`config.mk`:
```
export PLATFORM = sky130hd
export DESIGN_NAME = lnr_ram
export DESIGN_NICKNAME = d
export VERILOG_FILES = /design/src/lnr_ram.sv
export SDC_FILE = /design/constraint.sdc
export NUM_CORES = 1
export LEC_CHECK = 0
export BUFFER_PORTS_ARGS = -buffer_cell sky130_fd_sc_hd__buf_2
export CAP_MARGIN = 10
export CORE_MARGIN = 1.5
export CORE_UTILIZATION = 50
export CTS_CLUSTER_DIAMETER = 50
export DETAILED_ROUTE_END_ITERATION = 7
export GPL_ROUTABILITY_DRIVEN = 0
export GPL_TIMING_DRIVEN = 1
export HOLD_SLACK_MARGIN = 0.03
export PLACE_DENSITY = 0.69
export SYNTH_ARGS = -nofsm -noshare
export SYNTH_HDL_FRONTEND = slang
export SYNTH_SLANG_ARGS = --single-unit
export TNS_END_PERCENT = 100
```
`constraint.sdc`:
```
create_clock -name clk -period 2.6 [get_ports clk]
set_clock_uncertainty 0.05 [all_clocks]
set_input_delay 0.39 -clock clk [delete_from_list [all_inputs] [get_ports clk]]
set_output_delay 0.39 -clock clk [all_outputs]
set_load 0.01 [all_outputs]
```
`src/lnr_ram.sv`:
```
// Generic single-write, single-read RAM with registered read data.
module lnr_ram #(
    parameter int WIDTH = 8,
    parameter int DEPTH = 16
) (
    input  logic                     clk,
    input  logic                     wr_en,
    input  logic [$clog2(DEPTH)-1:0] wr_addr,
    input  logic [WIDTH-1:0]         wr_data,
    input  logic [$clog2(DEPTH)-1:0] rd_addr,
    output logic [WIDTH-1:0]         rd_data
);

    logic [WIDTH-1:0] mem [DEPTH];

    // write port
    always_ff @(posedge clk) begin
        if (wr_en) begin
            mem[wr_addr] <= wr_data;
        end
    end

    // registered read port
    always_ff @(posedge clk) begin
        rd_data <= mem[rd_addr];
    end

endmodule

```
Word level (Yosys, flattened, before mapping)
Memories as Yosys holds them, arrays and structs flattened. A register that Yosys moved wholly into a read port is not among the register bits.
Cells that the tools add are included.

storage, ports and cells
  input bits = 18
  bits in writable memories = 128
  register bits = 0
  memories = 1

cells by class
  mux-type cells = 2

memories
  name  words  bits a word  rd ports  clocked after memory_dff  write ports  RTL line  text
  mem   16     8            1         1                         1            14        logic [WIDTH-1:0] mem [DEPTH];

operator list
  kind    count
  $mux 1  2

Logic depth before layout (Yosys ltp)
  depth in word-level cells = 2
  depth in mapped cells = 5
  mapped depth without buffers = 3

Least setup slack after synthesis
No wires, ideal clock.

  path kind = input -> register
  from = input port wr_addr[2]
  to = memory mem[0][0], enable pin
  data required time = 2,167 ps
  arrival time = 1,500 ps
  setup slack = 667 ps
  cell stages on the path = 2
  cell sequence = or3b_2 -> nor3_1

RTL lines
  what             RTL line  text
  start, declared  8         input logic [$clog2(DEPTH)-1:0] wr_addr,
  end, declared    14

Straight into the memory's write port.

==> impl_metrics.toml <==
[run_status]
outcome = "finished clean"

[critical_path]
cp-start-kind = "input port"
crit_family = "multiplexers"
cp_data_arrival_time_ns = 1.86
path_max_fanout = 9
cp_slowest_cell = "mux4_1"
cp-end-kind = "flop"
critPathKind = "in2reg"
cp.required_ns = 2.95
path_buf_inv = 2
slowest_delay_ns = 0.59
worstPathCellList = "buf_2 -> buf_4 -> mux4_1 -> a22oi_1 -> nand2_1"

[placement]
dp_hpwl_um = 6160
placed_cells = 397
port_buffers = 25

[cts]
clock-sinks = 136
cts_buffers = 17
postCtsSetupBuffers = 0
cts_htree_levels = 4
cts_tree = "built"
path_clk_slew_ns = 0.05
cts-root-buf = "clkbuf_8"
cts_buffer_depth = 2
post_cts_resized = 0
postCtsHoldBufs = 0
clk_latency_ns = 0.51

[layout]
final_nets = 301
post-route-util_pct = 61.1
areaGrowthSynthToFinish_pct = 17.2
stdcell_count = 429
fill_cells = 690
layout-drive-gt1-share_pct = 29.4
mostFrequentLayoutCells = "edfxtp_1 (128), buf_2 (25), mux4_2 (18), buf_4 (18)"
n_antenna_cell = 0
final_common_cell = "edfxtp_1"

[power_and_ir_drop]
p_leak_nw = 2.06
ir_drop_mv = 0.440
p_per_area_mw_per_mm2 = 780

[route]
first_pass_iters = 4
routed_wirelength_um = 9510
wl_per_cell_um = 22.2
via_per_inst = 5.60
drc = 0
drtAntennaViolNets = 0
drt_iter0_markers = 180
num_vias = 2402

[logic_synthesis]
postSynthCellCount = 229
yosys_warnings = 0
syn-cell-area_mm2 = 0.00515
ys_seq_area_share_pct = 77.8
syn_nets = 247
yosysTopAreaCell = "edfxtp_1"
syn_area_per_cell_um2 = 22.5
yosys.cell_types.count = 19
synth_top_cell_area_share_pct = 74.7
ys_ff_latch = 136
synth_area_leaders = "edfxtp_1 (75%), mux4_2 (7.9%), mux4_1 (7.1%), dfxtp_1 (3.1%), a22oi_1 (2.3%)"

[floorplan]
die-area_mm2 = 0.0109
die_y_um = 104
start_util_pct = 52.2
io_pins = 26
core-area_mm2 = 0.00986
die-width_um = 104
rows = 36

[timing]
fmax_mhz = 662
slew_headroom_pct = 47.4
min_period_ns = 1.51
tightestPinTransition_ns = 0.787
finalSetupViolations = 0
rsz0062_at_grt = "false"
finalSetupTns_ns = 0
drv_slew = 0
hold_violations = 0
fin_crit_sh_pct = 58.1

[global_routing]
grtUsageMet1_pct = 24.6
grt_pass1_wl_um = 14800
grt-ovfl-total = 0
grt_max_degree = 22
top_usage_layer = "met2"
track_usage_pct = 19.3
grt_pass1_vias = 2571
use_met3_pct = 4.45
use_met2_pct = 31.3
antenna_found_initial = 0

[worst_hold_path]
hold_class = "in2reg"

[job]
maxCapViolations = 0
==> registers in the layout, indices dropped and copies added, names as in the netlist <==
register	flops
mem	128
rd_data	8
==> per-layer routing <==
metal	vias to the layer above	wire length [um]
met5	-	0
met4	0	152
met3	10	415
met2	70	4930
met1	1240	4010
li1	1082	-
==> final cells by class <==
class                           count  area [um^2]  area share [%]
Clock buffer                       28          485            8.05
Sequential cell                   136         4000            66.4
Tap cell                          133          166            2.76
Timing Repair Buffer               45          300            4.98
Multi-Input combinational cell     83         1060            17.5
Clock inverter                      4         18.8           0.311
==> metrics by stage <==
step | instance area [um^2] | power (mW) | hold slack [ns] | setup WS [ns]
5_1_grt | 6030 | 4.86 | 0.203 | 1.01
2_1_floorplan | 5150 | 2.64 | 0.439 | 0.667
3_3_place_gp | 5530 | 2.74 | 0.598 | 0.557
6_report | 6030 | 4.71 | 0.200 | 1.09
4_1_cts | 6030 | 4.75 | 0.187 | 1.11
3_5_place_dp | 5530 | 2.75 | 0.607 | 0.569
==> synthesized netlist by cell type <==
master             n
edfxtp_1         128
mux4_2            18
a22oi_1           16
mux4_1            14
nor2_1            13
nand2_1            9
dfxtp_1            8
nor3_1             4
buf_2              3
buf_6              3
clkdlybuf4s25_2    3
nand2b_1           2
nand3b_1           2
and2_1             1
and2b_1            1
buf_4              1
nand3_1            1
nor2b_1            1
or3b_2             1
==> worst reg2reg max path: cells and delay by family (launching register included) <==
| kind | cells | cell delay (ns) |
|---|---|---|
| flops | 1 | 0.35 |
| mux | 1 | 0.51 |
| simple gates | 1 | 0.11 |
| compound gates | 1 | 0.27 |
==> where the power goes <==
| group | internal, mW | switching (mW) |
|---|---|---|
| sequential | 2.45 | 0.0132 |
| clock | 1.24 | 0.774 |
| combinational | 0.0995 | 0.130 |
| total | 3.79 | 0.917 |
==> path summary, 6_finish.rpt <==
path	from	endpoint	cells past startpoint	slack, ns
setup / recovery	rd_addr[0]	rd_data[1]$_DFF_P_	5	1.09
hold / removal	wr_data[5]	mem[1][5]$_DFFE_PP_	1	0.20
setup reg to reg	mem[1][5]$_DFFE_PP_	rd_data[5]$_DFF_P_	3	1.18
hold reg to reg	mem[12][3]$_DFFE_PP_	rd_data[3]$_DFF_P_	3	0.63
==> logic make-up after synthesis <==
kind of cell / share of synthesized area, %
compound gates: 2.33
simple gates: 3.18
flops: 77.8
mux: 15.0
buf+inv: 1.68
Note: power is estimated with default switching activity, not from simulation.
